--- config.mk ---
export PLATFORM = sky130hd
export DESIGN_NAME = container_header_validator
export DESIGN_NICKNAME = d
export VERILOG_FILES = /design/src/hdl/chv_pkg.sv /design/src/hdl/chv_front.sv /design/src/hdl/chv_queue.sv /design/src/hdl/chv_back.sv /design/src/hdl/container_header_validator.sv
export SDC_FILE = /design/constraint.sdc
export NUM_CORES = 2
export LEC_CHECK = 0
export BUFFER_PORTS_ARGS = -buffer_cell sky130_fd_sc_hd__buf_2
export CAP_MARGIN = 20
export CELL_PAD_IN_SITES_DETAIL_PLACEMENT = 1
export CELL_PAD_IN_SITES_GLOBAL_PLACEMENT = 2
export CORE_ASPECT_RATIO = 1.1
export CORE_MARGIN = 2
export CORE_UTILIZATION = 41
export DETAILED_ROUTE_END_ITERATION = 8
export GPL_ROUTABILITY_DRIVEN = 0
export PLACE_DENSITY = 0.87
export SETUP_SLACK_MARGIN = 0.5
export SYNTH_ARGS = -nofsm -noshare
export SYNTH_HDL_FRONTEND = slang
export SYNTH_SLANG_ARGS = --single-unit
--- constraint.sdc ---
create_clock -name clock -period 22 [get_ports clock]
set_clock_uncertainty 0.05 [all_clocks]
set_input_delay 6.6 -clock clock [delete_from_list [all_inputs] [get_ports clock]]
set_output_delay 6.6 -clock clock [all_outputs]
set_load 0.01 [all_outputs]
--- src/hdl/chv_pkg.sv ---
package chv_pkg;

   localparam int unsigned HdrBytes   = 28;
   localparam int unsigned EntryBytes = 20;
   localparam logic [31:0] CrcPoly    = 32'hEDB88320;

   localparam logic [1:0] CsrBlobLength = 2'd0;
   localparam logic [1:0] CsrMagicWord  = 2'd1;
   localparam logic [1:0] CsrSupMajor   = 2'd2;

   localparam logic [2:0] StOk       = 3'd0;
   localparam logic [2:0] StShort    = 3'd1;
   localparam logic [2:0] StCrc      = 3'd2;
   localparam logic [2:0] StMagic    = 3'd3;
   localparam logic [2:0] StMajor    = 3'd4;
   localparam logic [2:0] StTrunc    = 3'd5;
   localparam logic [2:0] StBounds   = 3'd6;

   // one classified byte handed from front to back
   typedef struct packed {
      logic        has_entry;
      logic [31:0] tag;
      logic [63:0] offset;
      logic [63:0] length;
      logic [39:0] bound;
      logic        has_status;
      logic        short_blob;
      logic        crc_bad;
      logic        magic_bad;
      logic        major_bad;
      logic        truncated;
      logic        any_oob;
      logic [15:0] minor;
      logic [31:0] flags;
      logic [31:0] count;
   } work_type;

   function automatic logic [31:0] crc_byte(input logic [31:0] c_in, input logic [7:0] b);
      logic [31:0] c;
      c = c_in ^ {24'd0, b};
      for (int k = 0; k < 8; k++) begin
         c = c[0] ? (CrcPoly ^ (c >> 1)) : (c >> 1);
      end
      return c;
   endfunction

endpackage

--- src/hdl/chv_front.sv ---
module chv_front (
   input  logic                  clock,
   input  logic                  reset,
   input  logic                  in_valid,
   input  logic [7:0]            in_byte,
   output logic                  in_take,
   input  logic [39:0]           blob_length,
   input  logic [63:0]           magic_word,
   input  logic [15:0]           supported_major,
   input  logic                  q_full,
   output logic                  q_push,
   output chv_pkg::work_type     q_data
);

   logic [39:0]  pos_ff, pos_in;
   logic [31:0]  crc_ff, crc_in;
   logic [31:0]  trl_ff, trl_in;
   logic [63:0]  hdr_ff, hdr_in;
   logic         mm_ff, mm_in;
   logic [15:0]  major_ff, major_in;
   logic [15:0]  minor_ff, minor_in;
   logic [31:0]  flags_ff, flags_in;
   logic [31:0]  count_ff, count_in;
   logic [159:0] ent_ff, ent_in;
   logic [4:0]   lane_ff, lane_in;
   logic [31:0]  done_ff, done_in;
   logic         oob_ff, oob_in;

   logic         final_b;
   logic [63:0]  sum;
   logic [39:0]  bound;
   logic [40:0]  pos_p1, pos_p4;
   logic [36:0]  table_need;
   logic         entry_now;
   logic         oob_now;
   logic [159:0] ent_full;

   assign in_take = in_valid && !q_full;
   assign q_push  = in_take;

   always_comb begin
      pos_p1  = {1'b0, pos_ff} + 41'd1;
      pos_p4  = {1'b0, pos_ff} + 41'd4;
      final_b = pos_p1 >= {1'b0, blob_length};
      bound   = (blob_length >= 40'd4) ? blob_length - 40'd4 : 40'd0;

      crc_in   = crc_ff;
      trl_in   = trl_ff;
      hdr_in   = hdr_ff;
      mm_in    = mm_ff;
      major_in = major_ff;
      minor_in = minor_ff;
      flags_in = flags_ff;
      count_in = count_ff;
      ent_in   = ent_ff;
      lane_in  = lane_ff;
      done_in  = done_ff;
      oob_in   = oob_ff;
      entry_now = 1'b0;
      ent_full  = ent_ff;

      // crc over the body, trailer shift over the last four bytes
      if (pos_p4 < {1'b0, blob_length}) begin
         crc_in = chv_pkg::crc_byte(crc_ff, in_byte);
      end else begin
         trl_in = {in_byte, trl_ff[31:8]};
      end

      if (pos_ff < 40'd8) begin
         if (magic_word[{pos_ff[2:0], 3'b000} +: 8] != in_byte) begin
            mm_in = 1'b1;
         end
      end

      // unpack header, then collect table entries
      if (pos_ff < 40'(chv_pkg::HdrBytes)) begin
         hdr_in = {in_byte, hdr_ff[63:8]};
         case (pos_ff[4:0])
            5'd9:    major_in = hdr_in[63:48];
            5'd11:   minor_in = hdr_in[63:48];
            5'd15:   flags_in = hdr_in[63:32];
            5'd19:   count_in = hdr_in[63:32];
            default: ;
         endcase
      end else if (done_ff < count_ff) begin
         ent_full = ent_ff;
         ent_full[{lane_ff, 3'b000} +: 8] = in_byte;
         ent_in = ent_full;
         if (lane_ff == 5'(chv_pkg::EntryBytes - 1)) begin
            entry_now = 1'b1;
            lane_in   = 5'd0;
            done_in   = done_ff + 32'd1;
         end else begin
            lane_in = lane_ff + 5'd1;
         end
      end

      sum     = ent_full[95:32] + ent_full[159:96];
      oob_now = entry_now && (sum > {24'd0, bound});
      if (oob_now) oob_in = 1'b1;

      table_need = 37'(chv_pkg::HdrBytes) + 37'(count_ff) * 37'(chv_pkg::EntryBytes);

      q_data.has_entry  = entry_now;
      q_data.tag        = ent_full[31:0];
      q_data.offset     = ent_full[95:32];
      q_data.length     = ent_full[159:96];
      q_data.bound      = bound;
      q_data.has_status = final_b;
      q_data.short_blob = blob_length < 40'(chv_pkg::HdrBytes + 4);
      q_data.crc_bad    = (crc_in ^ 32'hFFFFFFFF) != trl_in;
      q_data.magic_bad  = mm_in;
      q_data.major_bad  = major_in != supported_major;
      q_data.truncated  = {3'd0, table_need} > blob_length;
      q_data.any_oob    = oob_in;
      q_data.minor      = minor_in;
      q_data.flags      = flags_in;
      q_data.count      = count_in;

      pos_in = final_b ? 40'd0 : pos_p1[39:0];
   end

   // advance per accepted beat, clear at end of blob
   always_ff @(posedge clock) begin
      if (reset || (in_take && final_b)) begin
         pos_ff   <= '0;
         crc_ff   <= 32'hFFFFFFFF;
         trl_ff   <= '0;
         hdr_ff   <= '0;
         mm_ff    <= 1'b0;
         major_ff <= '0;
         minor_ff <= '0;
         flags_ff <= '0;
         count_ff <= '0;
         ent_ff   <= '0;
         lane_ff  <= '0;
         done_ff  <= '0;
         oob_ff   <= 1'b0;
      end else if (in_take) begin
         pos_ff   <= pos_in;
         crc_ff   <= crc_in;
         trl_ff   <= trl_in;
         hdr_ff   <= hdr_in;
         mm_ff    <= mm_in;
         major_ff <= major_in;
         minor_ff <= minor_in;
         flags_ff <= flags_in;
         count_ff <= count_in;
         ent_ff   <= ent_in;
         lane_ff  <= lane_in;
         done_ff  <= done_in;
         oob_ff   <= oob_in;
      end
   end

endmodule

--- src/hdl/chv_queue.sv ---
module chv_queue (
   input  logic              clock,
   input  logic              reset,
   input  logic              push,
   input  chv_pkg::work_type push_data,
   output logic              full,
   input  logic              pop,
   output logic              not_empty,
   output chv_pkg::work_type head
);

   chv_pkg::work_type mem_ff [2];
   logic       wr_ff, rd_ff;
   logic [1:0] cnt_ff;

   assign full      = cnt_ff == 2'd2;
   assign not_empty = cnt_ff != 2'd0;
   assign head      = mem_ff[rd_ff];

   always_ff @(posedge clock) begin
      if (push) mem_ff[wr_ff] <= push_data;
   end

   // hold pointers and fill count
   always_ff @(posedge clock) begin
      if (reset) begin
         wr_ff  <= 1'b0;
         rd_ff  <= 1'b0;
         cnt_ff <= 2'd0;
      end else begin
         if (push) wr_ff <= !wr_ff;
         if (pop)  rd_ff <= !rd_ff;
         cnt_ff <= cnt_ff + {1'b0, push} - {1'b0, pop};
      end
   end

endmodule

--- src/hdl/chv_back.sv ---
module chv_back (
   input  logic              clock,
   input  logic              reset,
   input  logic              q_avail,
   input  chv_pkg::work_type q_head,
   output logic              q_pop,
   output logic              out_valid,
   input  logic              out_stall,
   output logic              out_kind,
   output logic              out_last,
   output logic [31:0]       out_tag,
   output logic [63:0]       out_offset,
   output logic [63:0]       out_length,
   output logic              out_oob,
   output logic [2:0]        out_status,
   output logic [15:0]       out_minor,
   output logic [31:0]       out_flags,
   output logic [31:0]       out_count
);

   // stage registers
   logic              v_ff;
   logic              entry_done_ff;
   logic              kind_ff, last_ff, oob_ff;
   logic [31:0]       tag_ff;
   logic [63:0]       off_ff, len_ff;
   logic [2:0]        st_ff;
   logic [15:0]       minor_ff;
   logic [31:0]       flags_ff, count_ff;

   logic        load;
   logic        do_entry;
   logic [63:0] sum;
   logic [2:0]  st;

   assign load     = q_avail && (!v_ff || !out_stall);
   assign do_entry = q_head.has_entry && !entry_done_ff;
   assign q_pop    = load && (do_entry ? !q_head.has_status : 1'b1);
   assign sum      = q_head.offset + q_head.length;

   always_comb begin
      if (q_head.short_blob)      st = chv_pkg::StShort;
      else if (q_head.crc_bad)    st = chv_pkg::StCrc;
      else if (q_head.magic_bad)  st = chv_pkg::StMagic;
      else if (q_head.major_bad)  st = chv_pkg::StMajor;
      else if (q_head.truncated)  st = chv_pkg::StTrunc;
      else if (q_head.any_oob)    st = chv_pkg::StBounds;
      else                        st = chv_pkg::StOk;
   end

   // drop the beat when taken, load entry then status
   always_ff @(posedge clock) begin
      if (reset) begin
         v_ff          <= 1'b0;
         entry_done_ff <= 1'b0;
      end else begin
         if (load) begin
            v_ff          <= q_head.has_entry || q_head.has_status;
            entry_done_ff <= do_entry && q_head.has_status;
         end else if (!out_stall) begin
            v_ff <= 1'b0;
         end
      end
   end

   always_ff @(posedge clock) begin
      if (load) begin
         kind_ff  <= !do_entry;
         last_ff  <= !(do_entry && q_head.has_status);
         tag_ff   <= do_entry ? q_head.tag : 32'd0;
         off_ff   <= do_entry ? q_head.offset : 64'd0;
         len_ff   <= do_entry ? q_head.length : 64'd0;
         oob_ff   <= do_entry && (sum > {24'd0, q_head.bound});
         st_ff    <= do_entry ? chv_pkg::StOk : st;
         minor_ff <= do_entry ? 16'd0 : q_head.minor;
         flags_ff <= do_entry ? 32'd0 : q_head.flags;
         count_ff <= do_entry ? 32'd0 : q_head.count;
      end
   end

   assign out_valid  = v_ff;
   assign out_kind   = kind_ff;
   assign out_last   = last_ff;
   assign out_tag    = tag_ff;
   assign out_offset = off_ff;
   assign out_length = len_ff;
   assign out_oob    = oob_ff;
   assign out_status = st_ff;
   assign out_minor  = minor_ff;
   assign out_flags  = flags_ff;
   assign out_count  = count_ff;

endmodule

--- src/hdl/container_header_validator.sv ---
//  channel | direction | handshake         | payload
//  req_    | in        | req_valid/stall   | req_data_byte
//  rsp_    | out       | rsp_valid/stall   | kind, last, entry fields, status, header
//  csr_    | in        | csr_valid/ready   | csr_index, csr_data
//
//  One byte a cycle unless stalled: the front takes a beat each cycle the
//  queue has room, CRC is one byte step. A final byte completing an entry
//  yields two results, which the back loads into its output register in
//  turn, entry then status; the queue fills and the input stalls behind it.
//  A result stall holds the output register, fills the two-deep queue and
//  then stalls the input. A result is written into the queue when its byte
//  is taken, then registered by the back. Reset is synchronous, active high,
//  clears all blob state and returns the configuration to its reset values.
module container_header_validator (
   input  logic        clock,
   input  logic        reset,
   input  logic        req_valid,
   output logic        req_stall,
   input  logic [7:0]  req_data_byte,
   output logic        rsp_valid,
   input  logic        rsp_stall,
   output logic        rsp_kind,
   output logic        rsp_last_of_run,
   output logic [31:0] rsp_entry_tag,
   output logic [63:0] rsp_entry_offset,
   output logic [63:0] rsp_entry_length,
   output logic        rsp_entry_out_of_bounds,
   output logic [2:0]  rsp_status,
   output logic [15:0] rsp_minor_version,
   output logic [31:0] rsp_header_flags,
   output logic [31:0] rsp_section_count,
   input  logic        csr_valid,
   output logic        csr_ready,
   input  logic [1:0]  csr_index,
   input  logic [63:0] csr_data
);

   logic [39:0] blob_length_ff;
   logic [63:0] magic_word_ff;
   logic [15:0] sup_major_ff;

   logic              take, q_full, q_push, q_pop, q_avail;
   chv_pkg::work_type q_in, q_head;

   assign csr_ready = 1'b1;
   assign req_stall = q_full;

   // hold configuration
   always_ff @(posedge clock) begin
      if (reset) begin
         blob_length_ff <= 40'd32;
         magic_word_ff  <= 64'd0;
         sup_major_ff   <= 16'd1;
      end else if (csr_valid) begin
         case (csr_index)
            chv_pkg::CsrBlobLength: blob_length_ff <= csr_data[39:0];
            chv_pkg::CsrMagicWord:  magic_word_ff  <= csr_data;
            chv_pkg::CsrSupMajor:   sup_major_ff   <= csr_data[15:0];
            default: ;
         endcase
      end
   end

   chv_front u_front (
      .clock(clock), .reset(reset),
      .in_valid(req_valid), .in_byte(req_data_byte), .in_take(take),
      .blob_length(blob_length_ff), .magic_word(magic_word_ff),
      .supported_major(sup_major_ff),
      .q_full(q_full), .q_push(q_push), .q_data(q_in)
   );

   chv_queue u_queue (
      .clock(clock), .reset(reset),
      .push(q_push), .push_data(q_in), .full(q_full),
      .pop(q_pop), .not_empty(q_avail), .head(q_head)
   );

   chv_back u_back (
      .clock(clock), .reset(reset),
      .q_avail(q_avail), .q_head(q_head), .q_pop(q_pop),
      .out_valid(rsp_valid), .out_stall(rsp_stall),
      .out_kind(rsp_kind), .out_last(rsp_last_of_run),
      .out_tag(rsp_entry_tag), .out_offset(rsp_entry_offset),
      .out_length(rsp_entry_length), .out_oob(rsp_entry_out_of_bounds),
      .out_status(rsp_status), .out_minor(rsp_minor_version),
      .out_flags(rsp_header_flags), .out_count(rsp_section_count)
   );

endmodule
### Yosys cells after proc, flatten, opt, wreduce, memory -nomap -nowiden

Memory sizes are Yosys's and may differ from the RTL's. A register that Yosys moved wholly into a read port is not among the register bits.
Cells that the tools add are included.

* $add $sub $neg: 11
* $mul: 1
* $lt $le $gt $ge: 10
* equal/unequal tests: 12
* shift operators: 3
* muxes and demuxes: 43
* bitwise gates (word level): 11
* reductions and logical operators: 30

Operators with widths (number)
* 2-to-1 mux 32 bit: 14
* 2-to-1 mux 160 bit: 2
* bitwise mux 160 bit: 1
* variable shift 8 x 10 -> 160 bit (first input constant): 1
* variable part select 8 x 10 -> 160 bit: 1
* adder 64 bit: 2
* > comparator 64 x 40 -> 1 bit: 2
* inverter 13 -> 14 bit: 8
* 2-to-1 mux 40 bit: 2
* 2-to-1 mux 16 bit: 4
* variable part select 64 x 7 -> 8 bit: 1
* adder 40 x 1 -> 41 bit (second input constant): 1
* adder 40 x 3 -> 41 bit (second input constant): 1
* >= comparator 41 x 40 -> 1 bit: 1
* < comparator 41 x 40 -> 1 bit: 1
* >= comparator 40 x 3 -> 1 bit (second input constant): 1
* > comparator 37 x 40 -> 1 bit: 1
* < comparator 40 x 4 -> 1 bit (second input constant): 1
* < comparator 40 x 5 -> 1 bit (second input constant): 1
* < comparator 40 x 6 -> 1 bit (second input constant): 1
* subtractor 40 x 3 -> 40 bit (second input constant): 1
* adder 5 x 37 -> 37 bit (first input constant): 1
* multiplier 32 x 3 -> 35 bit (second input constant): 1
* adder 32 x 1 -> 32 bit (second input constant): 1
* 30 further kinds: 70

* register bits: 835
* bits in writable memories: 576
* bits of input ports: 79
* logic and storage cells: 155
* memories: 1

Memories
* u_queue.mem_ff: depth 2, bits a word 288, read ports 1, clocked after Yosys merged registers in 1, write ports 1, RTL line chv_queue.sv:12 `chv_pkg::work_type mem_ff [2];`

### Depth between registers and ports, before layout

* depth after elaboration: 20
* depth in mapped cells: 37
* gate-level depth less buffers: 36

### Hierarchy

From an unflattened synthesis, not the netlist that was laid out.

* cells, all modules: 7093
* area, all modules: 75802.7 um2

By module, submodules not included
* chv_front: instances 1, cells an instance 4407, area an instance 34619.5 um2, sequential area each 8468.1 um2
* chv_queue: instances 1, cells an instance 917, area an instance 21835.9 um2, sequential area each 17396.7 um2
* chv_back: instances 1, cells an instance 1301, area an instance 14300.0 um2, sequential area each 7427.1 um2
* container_header_validator: instances 1, cells an instance 468, area an instance 5047.3 um2, sequential area each 2402.3 um2

### Worst setup path before layout

OpenSTA, ideal clock, no wires.

* kind: input port to flip-flop
* start: in rsp_stall
* end: reg u_queue.cnt_ff[1]
* arrival time: 20.406 ns
* slack: 1.416 ns
* stages: 8
* path buffers: 0
* path through: a21oi_1 and2_1 ha_1 inv_1 ha_1 xor2_1 xnor2_1 nor2_1

* cells in the longest elaborated chain, start to end: 5

RTL lines
* start: declaration: RTL line container_header_validator.sv:21 `input logic rsp_stall,`
* logical NOT 1 bit: RTL line chv_back.sv:36 `assign load = q_avail && (!v_ff || !out_stall);`
* logical OR 1 bit: RTL line chv_back.sv:36
* logical AND 1 bit: RTL line chv_back.sv:36
* logical AND 1 bit: RTL line chv_back.sv:38 `assign q_pop = load && (do_entry ? !q_head.has_status : 1'b1);`
* net q_pop: RTL line container_header_validator.sv:42 `logic take, q_full, q_push, q_pop, q_avail;`
* subtractor 2 x 1 -> 2 bit: RTL line chv_queue.sv:33 `cnt_ff <= cnt_ff + {1'b0, push} - {1'b0, pop};`
* end signal: assignment: RTL line chv_queue.sv:33
* end: declaration: RTL line chv_queue.sv:14 `logic [1:0] cnt_ff;`

The timed path passes the listed nets, and every way through them passes these cells.
A chain may end at the register's enable or synchronous reset.

==> flow_metrics.py <==
metrics = {
    "run_status": {
        "status": "complete, no violations",
    },
    "cts": {
        "clk_path_buf_depth": 3,
        "cts_buffers": 152,
        "tritoncts": "built",
        "cts_resized": 0,
        "post_cts_buffers": 0,
        "clk_pin_slew_ns": 0.06,
        "clkSinkCount": 1372,
        "cts_hold_buf": 0,
        "h-tree-depth": 4,
        "insertion_delay_ns": 0.82,
        "cts-root-buf": "clkbuf_16",
    },
    "logic_synthesis": {
        "synth_seq_area_share": 0.4896,
        "synth_edf_count": 822,
        "avgSynthCellArea_sq_um": 10.09,
        "synth_seq_cells": 1372,
        "ys_warn_count": 0,
        "syn_nets": 7736,
        "synthCells": 7225,
        "synth_flop_cell": "edfxtp_1",
        "synthArstFlopShare": 0,
        "synth_area_sq_um": 72900,
        "synth.distinct_cells": 96,
    },
    "power": {
        "peakVddDrop_uv": 95.52,
        "power.density_nw_per_um2": 122.2,
        "power.leakage_nw": 31.35,
        "power_mw": 10.01,
    },
    "grt": {
        "grt_max_degree": 207,
        "antenna_found_initial": 8,
        "grt_overflow": 0,
        "grt_pass1_vias": 58900,
        "grt_first_pass_wirelength_um": 371000,
        "grt_use_total": 0.2703,
    },
    "final_layout": {
        "final_cell_mix": "1118 x nand2_1, 822 x edfxtp_1, 622 x a21oi_1, 549 x dfxtp_1, 523 x nor2_1",
        "fin_nets": 7909,
        "syn2layout_area_growth_pct": 12.34,
        "seq_area_sq_um": 35700,
        "multi_input_area_sq_um": 34990,
        "fin_util": 0.4628,
        "nFillCells": 19460,
        "mostFrequentLayoutCell": "nand2_1",
        "drive_gt1_frac": 0.1337,
    },
    "critical_path": {
        "crit_path_frequent_cell": "o21ai_0",
        "cpLargestDelayFamily": "compound AO/OA/AOI/OAI gates",
        "timing_worst_setup_path_type": "input port to register",
        "slowest_stage": "o31ai_1",
        "cp-start-kind": "input port",
        "critPathRequiredTime_ns": 22.49,
        "path_buf_inv": 3,
        "critPathMaxStageDelay_ns": 0.62,
        "crit_fanout": 19,
        "arrival_ns": 13.30,
        "end_kind": "register",
    },
    "detailed_routing": {
        "drt_iter0_drc": 4035,
        "drc": 0,
        "viasPerCell": 5.711,
        "wl_um": 249100,
        "via_count": 56590,
        "routedWlPerCell_um": 25.14,
        "drtPass1Iterations": 7,
        "drtAntennaViolNets": 0,
    },
    "timing": {
        "setup-tns-final_ns": 0,
        "fin_ws_ns": 9.189,
        "rsz0062_at_grt": "no",
        "setup_violations": 0,
        "max_slew_margin": 0.2529,
        "hold_viol": 0,
        "period_share": 0.5823,
        "fin_crit_ns": 12.81,
        "fmax_mhz": 78.06,
        "worstMarginPinSlew_ns": 1.107,
        "maxSlewViolCount": 0,
    },
    "die": {
        "start_util": 0.4120,
        "ios": 328,
        "die_area_sq_um": 181200,
        "core_sq_um": 177000,
        "die_w_um": 406.1,
        "die_h_um": 446.3,
        "std_cell_rows": 162,
    },
    "place": {
        "io_buffers": 326,
        "dpl.hpwl_um": 181400,
        "preCtsSetupSlack_ns": 8.567,
    },
    "min_path": {
        "hold_class": "register to register",
    },
    "flow_run": {
        "drv_cap": 0,
    },
}
stage by stage:
step	cells	instance area, sq um	hold slack (ns)
after global placement	9617	76680	0.3878
after floorplan	7225	72900	0.3829
final	9909	81900	0.4010
after CTS	9906	81860	0.4048
after global routing	9908	81890	0.4225
after detailed placement	9620	76720	0.3963
final timing paths:
kind | cells past startpoint | from | slack [ns] | end
max | 27 | req_data_byte[0] | 9.19 | u_queue.mem_ff[0][80]
max reg2reg | 24 | register | 12.28 | u_back.out_oob
min | 2 | u_front.ent_ff[31] | 0.40 | u_front.ent_ff[31]
min reg2reg | 2 | u_front.ent_ff[31] | 0.40 | u_front.ent_ff[31]
final cells by class:
type | instances | share of cell area
flip-flops and latches | 1372 | 0.4359
multi-input cells | 5256 | 0.4272
clock buffers | 220 | 0.05419
well taps | 2378 | 0.03633
repair buffers | 408 | 0.02814
inverters | 208 | 0.009594
clock inverters | 66 | 0.008601
diodes | 1 | 0.00003056
power breakdown:
group / internal, mW / total [mW] / switching [mW]
registers: 3.32 / 3.53 / 0.211
logic: 1.39 / 3.85 / 2.46
clock network: 1.51 / 2.63 / 1.12
total: 6.23 / 10.0 / 3.78
metal layers:
layer | part of all wire | vias up | global-route usage | wire (um)
met5 | 0 | - | 0 | 0
met4 | 0.052 | 0 | 0.1310 | 12900
met3 | 0.045 | 519 | 0.03695 | 11200
met2 | 0.49 | 1461 | 0.4656 | 121700
met1 | 0.41 | 28450 | 0.3313 | 103300
li1 | - | 26160 | - | -
cells in the mapped netlist, drive strengths merged (129+ instances only):
master / number / area (sq um)
nand4: 129 / 807.0
mux2i: 231 / 2312
inv: 207 / 777.0
dfxtp: 550 / 11010
and2: 158 / 988.5
nor2: 526 / 1974
xor2: 147 / 1329
xnor2: 303 / 2804
edfxtp: 822 / 24680
ha: 429 / 5368
a21oi: 623 / 3118
clkbuf: 324 / 1219
mux2: 247 / 2781
o21ai: 253 / 1266
nand2: 1119 / 4200
registers in the layout (all words and copies together), names as in the netlist, 40 cells and up, named ones only:
register	cells
u_front.ent_ff	160
blob_length_ff	40
magic_word_ff	64
u_back.out_length	64
u_back.out_offset	64
u_queue.mem_ff	576
u_front.pos_ff	40
worst register-to-register path: stages (launching register included):
cell	delay [ns]
dfxtp_4	0.67
buf_4	0.87
mux2_2	0.62
ha_1	0.43
a21oi_1	0.32
o21ai_0	0.23
a2111oi_0	0.64
nand4_1	0.36
a221oi_1	0.32
buf_4	0.22
o31ai_1	0.16
nand3_1	0.11
and2_1	0.14
xnor2_1	0.15
ha_1	0.38
nand4_1	0.18
nor4bb_1	0.71
nand3_1	0.32
o22ai_1	0.83
o2111a_1	0.33
o2111ai_1	0.13
nor3_1	0.29
nand4_1	0.12
nor4b_1	0.56
a41oi_1	0.28
kinds of logic after synthesis:
| group | Yosys count | share of synthesized area |
|---|---|---|
| buffers and inverters | 597 | 0.03165 |
| and+or+nand+nor | 2479 | 0.1545 |
| muxes | 494 | 0.07481 |
| xor gates and xnor gates | 458 | 0.05920 |
| DFF | 1372 | 0.4896 |
| adders and majority gates | 432 | 0.07445 |
| AOI/OAI and AO/OA | 1392 | 0.1157 |
| other | 1 | 0.00005144 |
No activity file was read; power rests on OpenSTA's default activity.
